[src/rtl/three_band_one_pole_splitter_macros.svh]
// assertion macros for the three band splitter
// uses clk and rst_n of the including module; no other dependencies
`ifndef THREE_BAND_ONE_POLE_SPLITTER_MACROS_SVH
`define THREE_BAND_ONE_POLE_SPLITTER_MACROS_SVH

`ifndef SYNTHESIS
// clocked check, off while reset is held
`define TBS_ASSERT(lbl, prop, msg) \
  lbl: assert property (@(posedge clk) disable iff (!rst_n) prop) else $error(msg);
// clocked check, also active during reset
`define TBS_ASSERT_ALWAYS(lbl, prop, msg) \
  lbl: assert property (@(posedge clk) prop) else $error(msg);
`else
`define TBS_ASSERT(lbl, prop, msg)
`define TBS_ASSERT_ALWAYS(lbl, prop, msg)
`endif

`endif

[src/rtl/tbs_pkg.sv]
// shared types, constants and saturation helper for the three band splitter
// no dependencies
`timescale 1ns / 1ps
`default_nettype none

package tbs_pkg;

  localparam int CHANNELS    = 2;
  localparam int CH_W        = 1;
  localparam int SAMPLE_W    = 24;
  localparam int GUARD       = 7;
  localparam int COEF_W      = 16;
  localparam int STATE_W     = 32;
  // differences carry two bits of headroom over the state
  localparam int DIFF_W      = STATE_W + 2;
  localparam int PROD_W      = DIFF_W + COEF_W + 1;
  localparam int WIDE_W      = DIFF_W - GUARD;
  localparam int CFG_IDX_W   = 2;

  localparam logic [COEF_W-1:0] ALPHA_LOW_RESET  = 16'd1526;
  localparam logic [COEF_W-1:0] ALPHA_HIGH_RESET = 16'd24088;

  // configuration register indexes
  localparam logic [CFG_IDX_W-1:0] REG_ALPHA_LOW  = 2'd0;
  localparam logic [CFG_IDX_W-1:0] REG_ALPHA_HIGH = 2'd1;

  localparam logic signed [WIDE_W-1:0] SMAX_W = WIDE_W'((64'sd1 <<< (SAMPLE_W - 1)) - 1);
  localparam logic signed [WIDE_W-1:0] SMIN_W = WIDE_W'(-(64'sd1 <<< (SAMPLE_W - 1)));

  // operand select of the shared multiplier
  typedef enum logic [1:0] {
    MUL_BASS,
    MUL_TOP,
    MUL_MID
  } mul_sel_t;

  // commands from controller to datapath
  typedef struct packed {
    logic     load;
    logic     mul_en;
    mul_sel_t mul_sel;
    logic     upd_b;
    logic     upd_t;
    logic     hp_en;
    logic     upd_m;
    logic     band_bt;
    logic     band_v_wb;
    logic     out_load;
  } tbs_cmd_t;

  // clamp a wide value to full scale
  function automatic logic signed [SAMPLE_W-1:0] sat_sample(
    input logic signed [WIDE_W-1:0] v
  );
    logic signed [SAMPLE_W-1:0] r;
    if (v > SMAX_W) begin
      r = SMAX_W[SAMPLE_W-1:0];
    end else if (v < SMIN_W) begin
      r = SMIN_W[SAMPLE_W-1:0];
    end else begin
      r = v[SAMPLE_W-1:0];
    end
    return r;
  endfunction

endpackage

`default_nettype wire

[src/rtl/three_band_one_pole_splitter.sv]
// three band one-pole splitter top level: controller plus datapath
// depends on tbs_pkg, tbs_ctrl and tbs_datapath
//
// channel  | handshake               | payload
// in       | in_valid / in_ready     | in_sample_in, in_channel, in_first_of_buffer
// out      | out_valid / out_ready   | out_bass_out .. out_music_out, out_channel_out
// cfg      | cfg_valid / cfg_ready   | cfg_index, cfg_data
//
// one item runs to its output step before the next input transfer is possible (in_ready only when idle):
// three filter updates share one multiplier and run in dependent steps
// reset is synchronous; all filter state and coefficients return to defaults at once
// results sit in an output register; a stalled output holds the block in its last step
// configuration writes are always taken (cfg_ready is high)
`timescale 1ns / 1ps
`default_nettype none

module three_band_one_pole_splitter (
  input  wire logic                                  clk,
  input  wire logic                                  rst_n,
  input  wire logic                                  in_valid,
  output logic                                       in_ready,
  input  wire logic signed [tbs_pkg::SAMPLE_W-1:0]   in_sample_in,
  input  wire logic [tbs_pkg::CH_W-1:0]              in_channel,
  input  wire logic                                  in_first_of_buffer,
  output logic                                       out_valid,
  input  wire logic                                  out_ready,
  output logic signed [tbs_pkg::SAMPLE_W-1:0]        out_bass_out,
  output logic signed [tbs_pkg::SAMPLE_W-1:0]        out_vocals_out,
  output logic signed [tbs_pkg::SAMPLE_W-1:0]        out_drums_out,
  output logic signed [tbs_pkg::SAMPLE_W-1:0]        out_music_out,
  output logic [tbs_pkg::CH_W-1:0]                   out_channel_out,
  input  wire logic                                  cfg_valid,
  output logic                                       cfg_ready,
  input  wire logic [tbs_pkg::CFG_IDX_W-1:0]         cfg_index,
  input  wire logic [tbs_pkg::COEF_W-1:0]            cfg_data
);

  tbs_pkg::tbs_cmd_t cmd;

  assign cfg_ready = 1'b1;

  // sequencer
  tbs_ctrl u_ctrl (
    .clk       (clk),
    .rst_n     (rst_n),
    .in_valid  (in_valid),
    .in_ready  (in_ready),
    .out_valid (out_valid),
    .out_ready (out_ready),
    .cmd       (cmd)
  );

  // arithmetic and storage
  tbs_datapath u_dp (
    .clk                (clk),
    .rst_n              (rst_n),
    .cmd                (cmd),
    .cfg_we             (cfg_valid && cfg_ready),
    .cfg_index          (cfg_index),
    .cfg_data           (cfg_data),
    .in_sample_in       (in_sample_in),
    .in_channel         (in_channel),
    .in_first_of_buffer (in_first_of_buffer),
    .out_bass_out       (out_bass_out),
    .out_vocals_out     (out_vocals_out),
    .out_drums_out      (out_drums_out),
    .out_music_out      (out_music_out),
    .out_channel_out    (out_channel_out)
  );

endmodule

`default_nettype wire

[src/rtl/tbs_datapath.sv]
// datapath: coefficients, per-channel filter state, shared multiplier, band outputs
// depends on tbs_pkg
`timescale 1ns / 1ps
`default_nettype none

module tbs_datapath (
  input  wire logic                                  clk,
  input  wire logic                                  rst_n,
  input  wire tbs_pkg::tbs_cmd_t                     cmd,
  input  wire logic                                  cfg_we,
  input  wire logic [tbs_pkg::CFG_IDX_W-1:0]         cfg_index,
  input  wire logic [tbs_pkg::COEF_W-1:0]            cfg_data,
  input  wire logic signed [tbs_pkg::SAMPLE_W-1:0]   in_sample_in,
  input  wire logic [tbs_pkg::CH_W-1:0]              in_channel,
  input  wire logic                                  in_first_of_buffer,
  output logic signed [tbs_pkg::SAMPLE_W-1:0]        out_bass_out,
  output logic signed [tbs_pkg::SAMPLE_W-1:0]        out_vocals_out,
  output logic signed [tbs_pkg::SAMPLE_W-1:0]        out_drums_out,
  output logic signed [tbs_pkg::SAMPLE_W-1:0]        out_music_out,
  output logic [tbs_pkg::CH_W-1:0]                   out_channel_out
);

  localparam int SW = tbs_pkg::STATE_W;
  localparam int DW = tbs_pkg::DIFF_W;
  localparam int GD = tbs_pkg::GUARD;
  localparam int WW = tbs_pkg::WIDE_W;

  logic [tbs_pkg::COEF_W-1:0] alpha_low_r;
  logic [tbs_pkg::COEF_W-1:0] alpha_high_r;

  logic signed [SW-1:0] bass_lp_r [tbs_pkg::CHANNELS];
  logic signed [SW-1:0] mid_lp_r  [tbs_pkg::CHANNELS];
  logic signed [SW-1:0] top_lp_r  [tbs_pkg::CHANNELS];

  // per-item working registers
  logic signed [tbs_pkg::SAMPLE_W-1:0] x_r;
  logic signed [SW-1:0]                xs_r;
  logic [tbs_pkg::CH_W-1:0]            ch_r;
  logic signed [SW-1:0]                sb_r;
  logic signed [SW-1:0]                sm_r;
  logic signed [SW-1:0]                st_r;
  logic signed [DW-1:0]                hp_r;
  logic signed [tbs_pkg::PROD_W-1:0]   prod_r;
  logic signed [tbs_pkg::SAMPLE_W-1:0] bass_r;
  logic signed [tbs_pkg::SAMPLE_W-1:0] vocals_r;
  logic signed [tbs_pkg::SAMPLE_W-1:0] drums_r;

  logic signed [DW-1:0]                mul_a;
  logic signed [DW-1:0]                mul_b;
  logic [tbs_pkg::COEF_W-1:0]          mul_coef;
  logic signed [tbs_pkg::COEF_W:0]     coef_s;
  logic signed [DW-1:0]                diff;
  logic signed [tbs_pkg::PROD_W-1:0]   prod_nxt;
  logic signed [tbs_pkg::PROD_W-1:0]   step_full;
  logic signed [SW-1:0]                step;
  logic signed [DW-1:0]                xs_ext;
  logic signed [DW-1:0]                drums_diff;
  logic signed [DW-1:0]                sb_ext;
  logic signed [DW-1:0]                sm_ext;
  logic signed [WW-1:0]                music_wide;
  logic signed [SW-1:0]                xs_nxt;

  // sample scaled onto the state grid
  assign xs_nxt = {{(SW - tbs_pkg::SAMPLE_W - GD){in_sample_in[tbs_pkg::SAMPLE_W-1]}},
                   in_sample_in, {GD{1'b0}}};

  assign xs_ext = DW'(xs_r);
  assign sb_ext = DW'(sb_r);
  assign sm_ext = DW'(sm_r);
  assign drums_diff = xs_ext - DW'(st_r);

  // multiplier operand select
  always_comb begin
    case (cmd.mul_sel)
      tbs_pkg::MUL_BASS: begin
        mul_a    = xs_ext;
        mul_b    = sb_ext;
        mul_coef = alpha_low_r;
      end
      tbs_pkg::MUL_TOP: begin
        mul_a    = xs_ext;
        mul_b    = DW'(st_r);
        mul_coef = alpha_high_r;
      end
      tbs_pkg::MUL_MID: begin
        mul_a    = hp_r;
        mul_b    = sm_ext;
        mul_coef = alpha_high_r;
      end
      default: begin
        mul_a    = xs_ext;
        mul_b    = sb_ext;
        mul_coef = alpha_low_r;
      end
    endcase
  end

  assign diff      = mul_a - mul_b;
  assign coef_s    = {1'b0, mul_coef};
  assign prod_nxt  = diff * coef_s;
  // floor of product over 2^16, kept to state width
  assign step_full = prod_r >>> tbs_pkg::COEF_W;
  assign step      = step_full[SW-1:0];

  // music residual from the three saturated bands
  assign music_wide = WW'(x_r) - WW'(bass_r) - WW'(vocals_r) - WW'(drums_r);

  // coefficient registers and filter state
  always_ff @(posedge clk) begin
    if (!rst_n) begin
      alpha_low_r  <= tbs_pkg::ALPHA_LOW_RESET;
      alpha_high_r <= tbs_pkg::ALPHA_HIGH_RESET;
      for (int i = 0; i < tbs_pkg::CHANNELS; i++) begin
        bass_lp_r[i] <= '0;
        mid_lp_r[i]  <= '0;
        top_lp_r[i]  <= '0;
      end
    end else begin
      if (cfg_we && cfg_index == tbs_pkg::REG_ALPHA_LOW) begin
        alpha_low_r <= cfg_data;
      end
      if (cfg_we && cfg_index == tbs_pkg::REG_ALPHA_HIGH) begin
        alpha_high_r <= cfg_data;
      end
      if (cmd.band_v_wb) begin
        bass_lp_r[ch_r] <= sb_r;
        mid_lp_r[ch_r]  <= sm_r;
        top_lp_r[ch_r]  <= st_r;
      end
    end
  end

  // working registers and output payload
  always_ff @(posedge clk) begin
    if (cmd.load) begin
      x_r  <= in_sample_in;
      xs_r <= xs_nxt;
      ch_r <= in_channel;
      sb_r <= in_first_of_buffer ? '0 : bass_lp_r[in_channel];
      sm_r <= in_first_of_buffer ? '0 : mid_lp_r[in_channel];
      st_r <= in_first_of_buffer ? '0 : top_lp_r[in_channel];
    end
    if (cmd.mul_en) begin
      prod_r <= prod_nxt;
    end
    if (cmd.upd_b) begin
      sb_r <= sb_r + step;
    end
    if (cmd.upd_t) begin
      st_r <= st_r + step;
    end
    if (cmd.upd_m) begin
      sm_r <= sm_r + step;
    end
    if (cmd.hp_en) begin
      hp_r <= xs_ext - sb_ext;
    end
    if (cmd.band_bt) begin
      bass_r  <= tbs_pkg::sat_sample(sb_ext[DW-1:GD]);
      drums_r <= tbs_pkg::sat_sample(drums_diff[DW-1:GD]);
    end
    if (cmd.band_v_wb) begin
      vocals_r <= tbs_pkg::sat_sample(sm_ext[DW-1:GD]);
    end
    if (cmd.out_load) begin
      out_bass_out    <= bass_r;
      out_vocals_out  <= vocals_r;
      out_drums_out   <= drums_r;
      out_music_out   <= tbs_pkg::sat_sample(music_wide);
      out_channel_out <= ch_r;
    end
  end

endmodule

`default_nettype wire

[src/rtl/tbs_ctrl.sv]
// controller: sequences the three filter updates, input and output handshakes
// depends on tbs_pkg and the assertion macro header
`timescale 1ns / 1ps
`default_nettype none

`include "three_band_one_pole_splitter_macros.svh"

module tbs_ctrl (
  input  wire logic          clk,
  input  wire logic          rst_n,
  input  wire logic          in_valid,
  output logic               in_ready,
  output logic               out_valid,
  input  wire logic          out_ready,
  output tbs_pkg::tbs_cmd_t  cmd
);

  typedef enum logic [2:0] {
    S_IDLE,
    S_MB,
    S_MT,
    S_MM,
    S_MH,
    S_UM,
    S_BND,
    S_OUT
  } state_t;

  state_t state_r;
  state_t state_nxt;
  logic   out_valid_r;
  logic   out_valid_nxt;
  logic   out_free;

  assign out_free  = !out_valid_r || out_ready;
  assign in_ready  = (state_r == S_IDLE);
  assign out_valid = out_valid_r;

  // command decode and next state
  always_comb begin
    cmd           = '0;
    cmd.mul_sel   = tbs_pkg::MUL_BASS;
    state_nxt     = state_r;
    out_valid_nxt = out_valid_r && !out_ready;
    case (state_r)
      S_IDLE: begin
        cmd.load = in_valid;
        if (in_valid) begin
          state_nxt = S_MB;
        end
      end
      S_MB: begin
        cmd.mul_en  = 1'b1;
        cmd.mul_sel = tbs_pkg::MUL_BASS;
        state_nxt   = S_MT;
      end
      S_MT: begin
        cmd.mul_en  = 1'b1;
        cmd.mul_sel = tbs_pkg::MUL_TOP;
        cmd.upd_b   = 1'b1;
        state_nxt   = S_MM;
      end
      S_MM: begin
        cmd.upd_t = 1'b1;
        cmd.hp_en = 1'b1;
        state_nxt = S_MH;
      end
      S_MH: begin
        cmd.mul_en  = 1'b1;
        cmd.mul_sel = tbs_pkg::MUL_MID;
        state_nxt   = S_UM;
      end
      S_UM: begin
        cmd.upd_m   = 1'b1;
        cmd.band_bt = 1'b1;
        state_nxt   = S_BND;
      end
      S_BND: begin
        cmd.band_v_wb = 1'b1;
        state_nxt     = S_OUT;
      end
      S_OUT: begin
        if (out_free) begin
          cmd.out_load  = 1'b1;
          out_valid_nxt = 1'b1;
          state_nxt     = S_IDLE;
        end
      end
      default: begin
        state_nxt = S_IDLE;
      end
    endcase
  end

  // state and output valid
  always_ff @(posedge clk) begin
    if (!rst_n) begin
      state_r     <= S_IDLE;
      out_valid_r <= 1'b0;
    end else begin
      state_r     <= state_nxt;
      out_valid_r <= out_valid_nxt;
    end
  end

  `TBS_ASSERT(a_accept_starts, (in_valid && in_ready) |=> (state_r == S_MB), "accept did not start filtering")
  `TBS_ASSERT(a_valid_from_out, $rose(out_valid_r) |-> $past(state_r == S_OUT), "result raised outside output step")
  `TBS_ASSERT(a_single_update, $onehot0({cmd.upd_b, cmd.upd_t, cmd.upd_m}), "two state updates in one cycle")
  `TBS_ASSERT(a_no_overwrite, cmd.out_load |-> (!out_valid_r || out_ready), "output register overwritten")
  `TBS_ASSERT_ALWAYS(a_reset_idle, !rst_n |=> (state_r == S_IDLE && !out_valid_r), "reset did not idle")

endmodule

`default_nettype wire
[config.mk]
export PLATFORM = sky130hd
export DESIGN_NAME = three_band_one_pole_splitter
export DESIGN_NICKNAME = d
export VERILOG_FILES = /design/src/rtl/tbs_pkg.sv /design/src/rtl/three_band_one_pole_splitter.sv /design/src/rtl/tbs_datapath.sv /design/src/rtl/tbs_ctrl.sv
export VERILOG_INCLUDE_DIRS = /design/src /design/src/rtl
export SDC_FILE = /design/constraint.sdc
export NUM_CORES = 2
export LEC_CHECK = 0
export BUFFER_PORTS_ARGS = -buffer_cell sky130_fd_sc_hd__buf_2
export CELL_PAD_IN_SITES_DETAIL_PLACEMENT = 2
export CELL_PAD_IN_SITES_GLOBAL_PLACEMENT = 2
export CORE_MARGIN = 3
export CORE_UTILIZATION = 46
export CTS_CLUSTER_SIZE = 10
export DETAILED_ROUTE_END_ITERATION = 10
export PLACE_DENSITY = 0.91
export REMOVE_ABC_BUFFERS = 1
export SLEW_MARGIN = 20
export SYNTH_ARGS = -nofsm -noshare
export SYNTH_HDL_FRONTEND = slang
export SYNTH_SLANG_ARGS = --single-unit
[constraint.sdc]
create_clock -name clk -period 21.9 [get_ports clk]
set_input_delay 3.285 -clock clk [delete_from_list [all_inputs] [get_ports clk]]
set_output_delay 3.285 -clock clk [all_outputs]
set_load 0.03 [all_outputs]
Word level (Yosys, flattened, before mapping)
Memory sizes are Yosys's and may differ from the RTL's.
Cells that the tools add are included.
{"block": "word_totals", "ram_bits": 192, "n_memories": 3, "elab_cells": 111, "reg_bits": 432}
{"block": "classes", "n_mux": 42, "n_lt_le_gt_ge": 8, "addsub": 9, "mul": 1, "n_eq_ne": 12, "reduce_logical": 16}
{"memory": "u_dp.bass_lp_r", "depth": 2, "width": 32, "rd": 1, "rd_ports_with_merged_regs": 0, "write_ports": 2, "line_no": "tbs_datapath.sv:31", "text": "logic signed [SW-1:0] bass_lp_r [tbs_pkg::CHANNELS];"}
{"memory": "u_dp.mid_lp_r", "depth": 2, "width": 32, "rd": 1, "rd_ports_with_merged_regs": 0, "write_ports": 2, "line_no": "tbs_datapath.sv:32", "text": "logic signed [SW-1:0] mid_lp_r [tbs_pkg::CHANNELS];"}
{"memory": "u_dp.top_lp_r", "depth": 2, "width": 32, "rd": 1, "rd_ports_with_merged_regs": 0, "write_ports": 2, "line_no": "tbs_datapath.sv:33", "text": "logic signed [SW-1:0] top_lp_r [tbs_pkg::CHANNELS];"}
{"op": "32-bit 2-to-1 mux", "count": 12}
{"op": "32-bit adder", "count": 3}
{"op": "24-bit 2-to-1 mux", "count": 4}
{"op": "32-bit OR reduction", "count": 3}
{"op": "34-bit one-hot mux with 2 select lines", "count": 1}
{"op": "31-bit by 32-bit subtractor with 33-bit output", "count": 2}
{"op": "27-bit by 24-bit greater-than comparator with 1-bit output (second input constant)", "count": 2}
{"op": "27-bit by 24-bit less-than comparator with 1-bit output (second input constant)", "count": 2}
{"op": "25-bit by 24-bit greater-than comparator with 1-bit output (second input constant)", "count": 2}
{"op": "25-bit by 24-bit less-than comparator with 1-bit output (second input constant)", "count": 2}
{"op": "34-bit by 17-bit multiplier with 48-bit output", "count": 1}
{"op": "34-bit 2-to-1 mux", "count": 1}
{"op": "34-bit subtractor", "count": 1}
{"op": "27-bit by 24-bit subtractor with 27-bit output", "count": 1}
{"op": "25-bit by 24-bit subtractor with 26-bit output", "count": 1}
{"op": "24-bit by 24-bit subtractor with 25-bit output", "count": 1}
{"op": "3-bit one-hot mux with 8 select lines", "count": 1}
{"op": "1-bit 2-to-1 mux", "count": 17}
{"op": "16-bit 2-to-1 mux", "count": 1}
{"op": "3-bit == test (second input constant)", "count": 4}
{"op": "3-bit one-hot mux with 3 select lines", "count": 1}
{"op": "3-bit by 2-bit == test with 1-bit output (second input constant)", "count": 2}
{"op": "3-bit 2-to-1 mux", "count": 2}
{"op": "2-bit nonzero test", "count": 3}
{"op": "13 further kinds", "count": 18}

Longest topological paths before layout
{"block": "depth", "depth_word": 7, "depth_mapped": 42, "depth_no_buf": 40}

Modules after synthesis
From an unflattened synthesis, not the netlist that was laid out.
{"block": "hier_totals", "hier_cells": 5037, "area_unflattened_um2": 51146.6}
{"module": "tbs_datapath", "cells_per_inst": 4999, "area_each_um2": 50820.0, "seq_area_each_um2": 17066.4, "instances": 1}
{"module": "tbs_ctrl", "cells_per_inst": 36, "area_each_um2": 315.3, "seq_area_each_um2": 80.1, "instances": 1}
{"module": "three_band_one_pole_splitter", "cells_per_inst": 2, "area_each_um2": 11.3, "seq_area_each_um2": 0.0, "instances": 1}

Worst setup path after synthesis
OpenSTA, ideal clock, no wires.
{"block": "synth_timing", "kind": "input-to-reg", "from": "input port rst_n", "to": "memory u_dp.bass_lp_r[0][0] in the netlist's numbering (enable)", "path_slack_ps": 10917, "setup_ps": 683, "path_stages": 3, "arrival_time_ps": 10300, "path_buffers": 1, "cell_sequence": "nand2_1 -> clkbuf_1 -> o21ai_0"}
{"element": "start, declared", "line_no": "three_band_one_pole_splitter.sv:19", "text": "input wire logic rst_n,"}
{"element": "end, declared", "line_no": "tbs_datapath.sv:31"}

Worst setup path in the final report
{"block": "layout_timing", "from": "register u_ctrl.state_r[0]", "to": "register u_dp.prod_r[47] in the netlist's numbering (data pin)"}
{"block": "layout_between", "elab_chain_len": 6, "word_cells_on_any_way": 12, "classes_between": "1 x add/sub; 1 x mul; 5 x eq/ne; 4 x mux; 1 x reduce/logical"}
{"element": "start, declared", "line_no": "tbs_ctrl.sv:29", "text": "state_t state_r;"}
{"element": "start signal, assigned", "line_no": "tbs_ctrl.sv:101", "text": "state_r <= state_nxt;"}
{"element": "3-bit == test, or another cell as far along", "line_no": "tbs_ctrl.sv:45", "text": "case (state_r)"}
{"element": "3-bit one-hot mux with 3 select lines (*)", "line_no": "tbs_ctrl.sv:45"}
{"element": "2-bit == test / 2-bit by 1-bit == test with 1-bit output (equally long branches)", "line_no": "tbs_datapath.sv:74", "text": "case (cmd.mul_sel)"}
{"element": "34-bit one-hot mux with 2 select lines, or another cell as far along", "line_no": "tbs_datapath.sv:74"}
{"element": "34-bit subtractor / 16-bit 2-to-1 mux (equally long branches)", "line_no": "tbs_datapath.sv:98, tbs_datapath.sv:74"}
{"element": "34-bit by 17-bit multiplier with 48-bit output (*)", "line_no": "tbs_datapath.sv:100", "text": "assign prod_nxt = diff * coef_s;"}
{"element": "via u_dp.prod_nxt, one bit", "line_no": "tbs_datapath.sv:53", "text": "logic signed [tbs_pkg::PROD_W-1:0] prod_nxt;"}
{"element": "end signal, assigned", "line_no": "tbs_datapath.sv:144", "text": "prod_r <= prod_nxt;"}
{"element": "end, declared", "line_no": "tbs_datapath.sv:43", "text": "logic signed [tbs_pkg::PROD_W-1:0] prod_r;"}
Mark *: on every way through the listed nets, which the timed path passes. The rest lies on a longest branch.
A chain may end at the register's enable or synchronous reset.

==> metrics.md <==
| Metric | Value |
|---|---|
| Fraction of registers with async set/reset | 0 |
| Pins Over Slew Limit | 3 |
| Max Freq | 0.0667 GHz |
| Most common cell in the netlist | inv_1 |
| Crit Path Category | flop to flop |
| Setup bufs post-CTS | 0 |
| Via density per instance | 7.23 |
| Vias in the first global route | 52865 |
| XOR/XNOR share of the synthesized area | 0.0459 |
| Clock Skew | 32.0 ps |
| Vias post-DR | 49148 |
| Core Region | 111000 um2 |
| First-pass GRT wire length | 387000 um |
| Main area contributors after synthesis | edfxtp_1, fa_1, ha_1, inv_1, nand2_1 |
| Row Count | 122 |
| R2R Setup Slk | 6900 ps |
| CP Capture Type | flop |
| Final core utilization | 0.509 |
| Failing checks | max-capacitance violations, max-slew violations |
| HPWL after DPL | 168000 um |
| GRT overflow | 0 |
| Final setup fails | 0 |
| Syn. warnings | 0 |
| CTS tree | done |
| Final Cell Area | 56500 um2 |
| GP Congestion | 0.910 |
| Post-synthesis sequential area ratio | 0.332 |
| CP required | 22290 ps |
| Port bufs | 147 |
| Root Buffer | clkbuf_16 |
| Worst Hold Depth | 0 |
| RSZ-0062 raised after global routing | no |
| Multiplexer share of the synthesized area | 0.0294 |
| Resized cells post-CTS | 0 |
| Initial antenna violation count | 24 |
| Final net count | 6170 |
| Placed cell count | 6673 |
| Hold endpoint | u_dp.out_vocals_out[9]$_DFFE_PP_ |
| Worst-Skew Late Latency | 650 ps |
| CTS Buf Count | 70 |
| Crit path top cell by count | fa_1 |
| Pre-Repair DR Iteration Count | 8 |
| Critical path's top delay family | adder cells |
| Cells after synthesis | 5124 |
| Distinct cell type count after synthesis | 90 |
| Area grow syn2layout | 9.33% |
| Worst slew pin tran | 2420 ps |
| Netlist Area Pre-Place | 51700 um2 |
| Final hold vios | 0 |
| R2R cell count | 38 |
| Final TNS setup | 0 ps |
| Main combinational cell family by area after synthesis | adder cells |
| Worst flop-to-flop path endpoint | u_dp.prod_r[47]$_DFFE_PP_ |
| Routed WL per cell | 44.8 um |
| Dominant cell type by area after synthesis | edfxtp_1 |
| Slew margin rel. | -0.624 |
| Worst Path Arrival | 15380 ps |
| Initial core utilization | 0.465 |
| Pin count of the biggest net entering global routing | 77 |
| Dpl cell area | 54400 um2 |
| Final antenna-violating net count | 0 |
| Max clock buf depth | 3 |
| Max incr delay on CP | 980 ps |
| # clock sinks | 583 |
| Fin crit period | 15000 ps |
| Ys flop type | edfxtp_1 |
| R2r startpoint | u_ctrl.state_r[0]$_SDFFE_PN0P_ |
| Post-synthesis register bit count | 583 |
| Full die area | 116000 um2 |
| Htree depth | 3 |
| Hold wc startpoint | u_dp.vocals_r[9]$_SDFFCE_PN1P_ |
| Post-route DRC | 0 |
| All-Layer GR Usage | 0.459 |
| Chip Height | 341 um |
| Max-cap violations | 2 |
| Critical path buffers and inverters | 8 |
| CP startpoint kind | flop |
| Area share of the largest cell type after synthesis | 0.318 |
| Min-Delay Path Class | flop to flop |
| Die width | 341 um |
| Post-Synth Simple-Gate Area | 0.132 |
| CTS clk-pin slew, worst paths | 70 ps |
| Critical Path Fanout Max | 31 |
| Syn_area_per_cell | 10.1 um2 |
| Number of hold buffers added after cts | 0 |
| Complex-gate fraction of the synthesized area | 0.105 |
| Initial drt markers | 6743 |
| Slowest-stage cell, CP | fa_1 |
| Post-synth EDFFs | 547 |
| I/O Pins | 149 |
| Share of cells above drive strength 1 | 0.0813 |
| Final WL | 304000 um |
| Outcome | complete, but fails checks |
| Most instantiated cells after synthesis | inv_1, edfxtp_1, fa_1, nand2_1, nor2_1 |
| Tcrit/Tclk final | 0.685 |
| Post-Synth Adder-Cell Area | 0.287 |
| Count of placed standard cells in the final layout, fillers left out | 6794 |
-- per-layer routing --
metal	vias to the layer above	track usage	routed length, um
li1	17290	-	-
met1	24202	0.489	92700
met2	5235	0.755	134000
met3	2407	0.140	40700
met4	14	0.368	36700
met5	-	0	166
-- registers in the layout (all words and copies together), names as in the netlist --
signal                count
u_dp.st_r                32
u_dp.ch_r                 1
u_dp.sm_r                32
u_dp.out_vocals_out      24
u_dp.out_bass_out        24
u_ctrl.out_valid          1
u_dp.bass_lp_r           64
u_dp.prod_r              32
u_dp.out_channel_out      1
u_dp.out_music_out       24
u_dp.drums_r             24
u_dp.bass_r              24
u_dp.top_lp_r            64
u_dp.vocals_r            24
u_dp.out_drums_out       24
u_dp.sb_r                32
u_dp.alpha_low_r         16
u_ctrl.state_r            3
u_dp.x_r                 24
u_dp.alpha_high_r        16
u_dp.mid_lp_r            64
u_dp.hp_r                33
-- placed cells by master (no fill, tap or decap), types with 36 or more instances in the layout --
master / netlist / layout
clkbuf_16: 0 / 72
inv_1: 765 / 763
o22ai_1: 61 / 61
nor2_1: 437 / 433
a21oi_1: 189 / 189
mux2i_1: 109 / 103
ha_1: 343 / 343
o21ai_0: 190 / 188
nand2b_1: 49 / 45
buf_2: 5 / 146
mux2_2: 37 / 37
edfxtp_1: 547 / 547
nand2_1: 477 / 476
nor3_1: 105 / 105
or3_1: 38 / 38
o21a_1: 50 / 50
nor2b_1: 51 / 48
xor2_1: 95 / 91
buf_4: 1 / 90
fa_1: 520 / 520
a21o_1: 136 / 136
and2_1: 179 / 179
xnor2_1: 173 / 170
dfxtp_1: 36 / 36
nand3_1: 60 / 60
-- worst max-delay path by stage --
stage                                    from                        end  slack (ps)  depth (start not counted)
6_report       u_ctrl.state_r[0]$_SDFFE_PN0P_  u_dp.prod_r[47]$_DFFE_PP_        6900                         38
3_5_place_dp   u_ctrl.state_r[0]$_SDFFE_PN0P_  u_dp.prod_r[47]$_DFFE_PP_        8850                         40
2_1_floorplan  u_ctrl.state_r[2]$_SDFFE_PN0P_  u_dp.prod_r[47]$_DFFE_PP_        5010                         37
5_1_grt        u_ctrl.state_r[0]$_SDFFE_PN0P_  u_dp.prod_r[47]$_DFFE_PP_        6980                         40
3_3_place_gp   u_ctrl.state_r[0]$_SDFFE_PN0P_  u_dp.prod_r[47]$_DFFE_PP_        9760                         39
4_1_cts        u_ctrl.state_r[0]$_SDFFE_PN0P_  u_dp.prod_r[47]$_DFFE_PP_        8080                         38
-- cell families (layout without fill, tap and decap cells) --
logic type,after synthesis,in the layout
and+or+nand+nor,1481,1481
xor gates and xnor gates,269,269
adders and majority gates,873,873
buffers and inverters,941,1105
muxes,147,147
AOI/OAI and AO/OA,829,829
other,1,19
DFF,583,583
-- cell type report --
type	count	area [um2]
antenna	18	45.0
sequential	583	17100
clock buffer	94	1910
inverter	765	2870
fill	11199	54500
clock inverter	8	62.6
multi-input combinational	3600	31100
tap	1488	1860
timing repair buffer	238	1450
-- through the flow --
step                      setup slack, ps  hold WS, ps
after floorplan                      5010          426
after global placement               9760          435
after detailed placement             8850          444
after CTS                            8080          462
after global routing                 6980          461
final                                6900          463
Power is left out: the tool's default activity adds up to more than one toggle a clock period on the data nets, which glitch-free logic cannot reach.
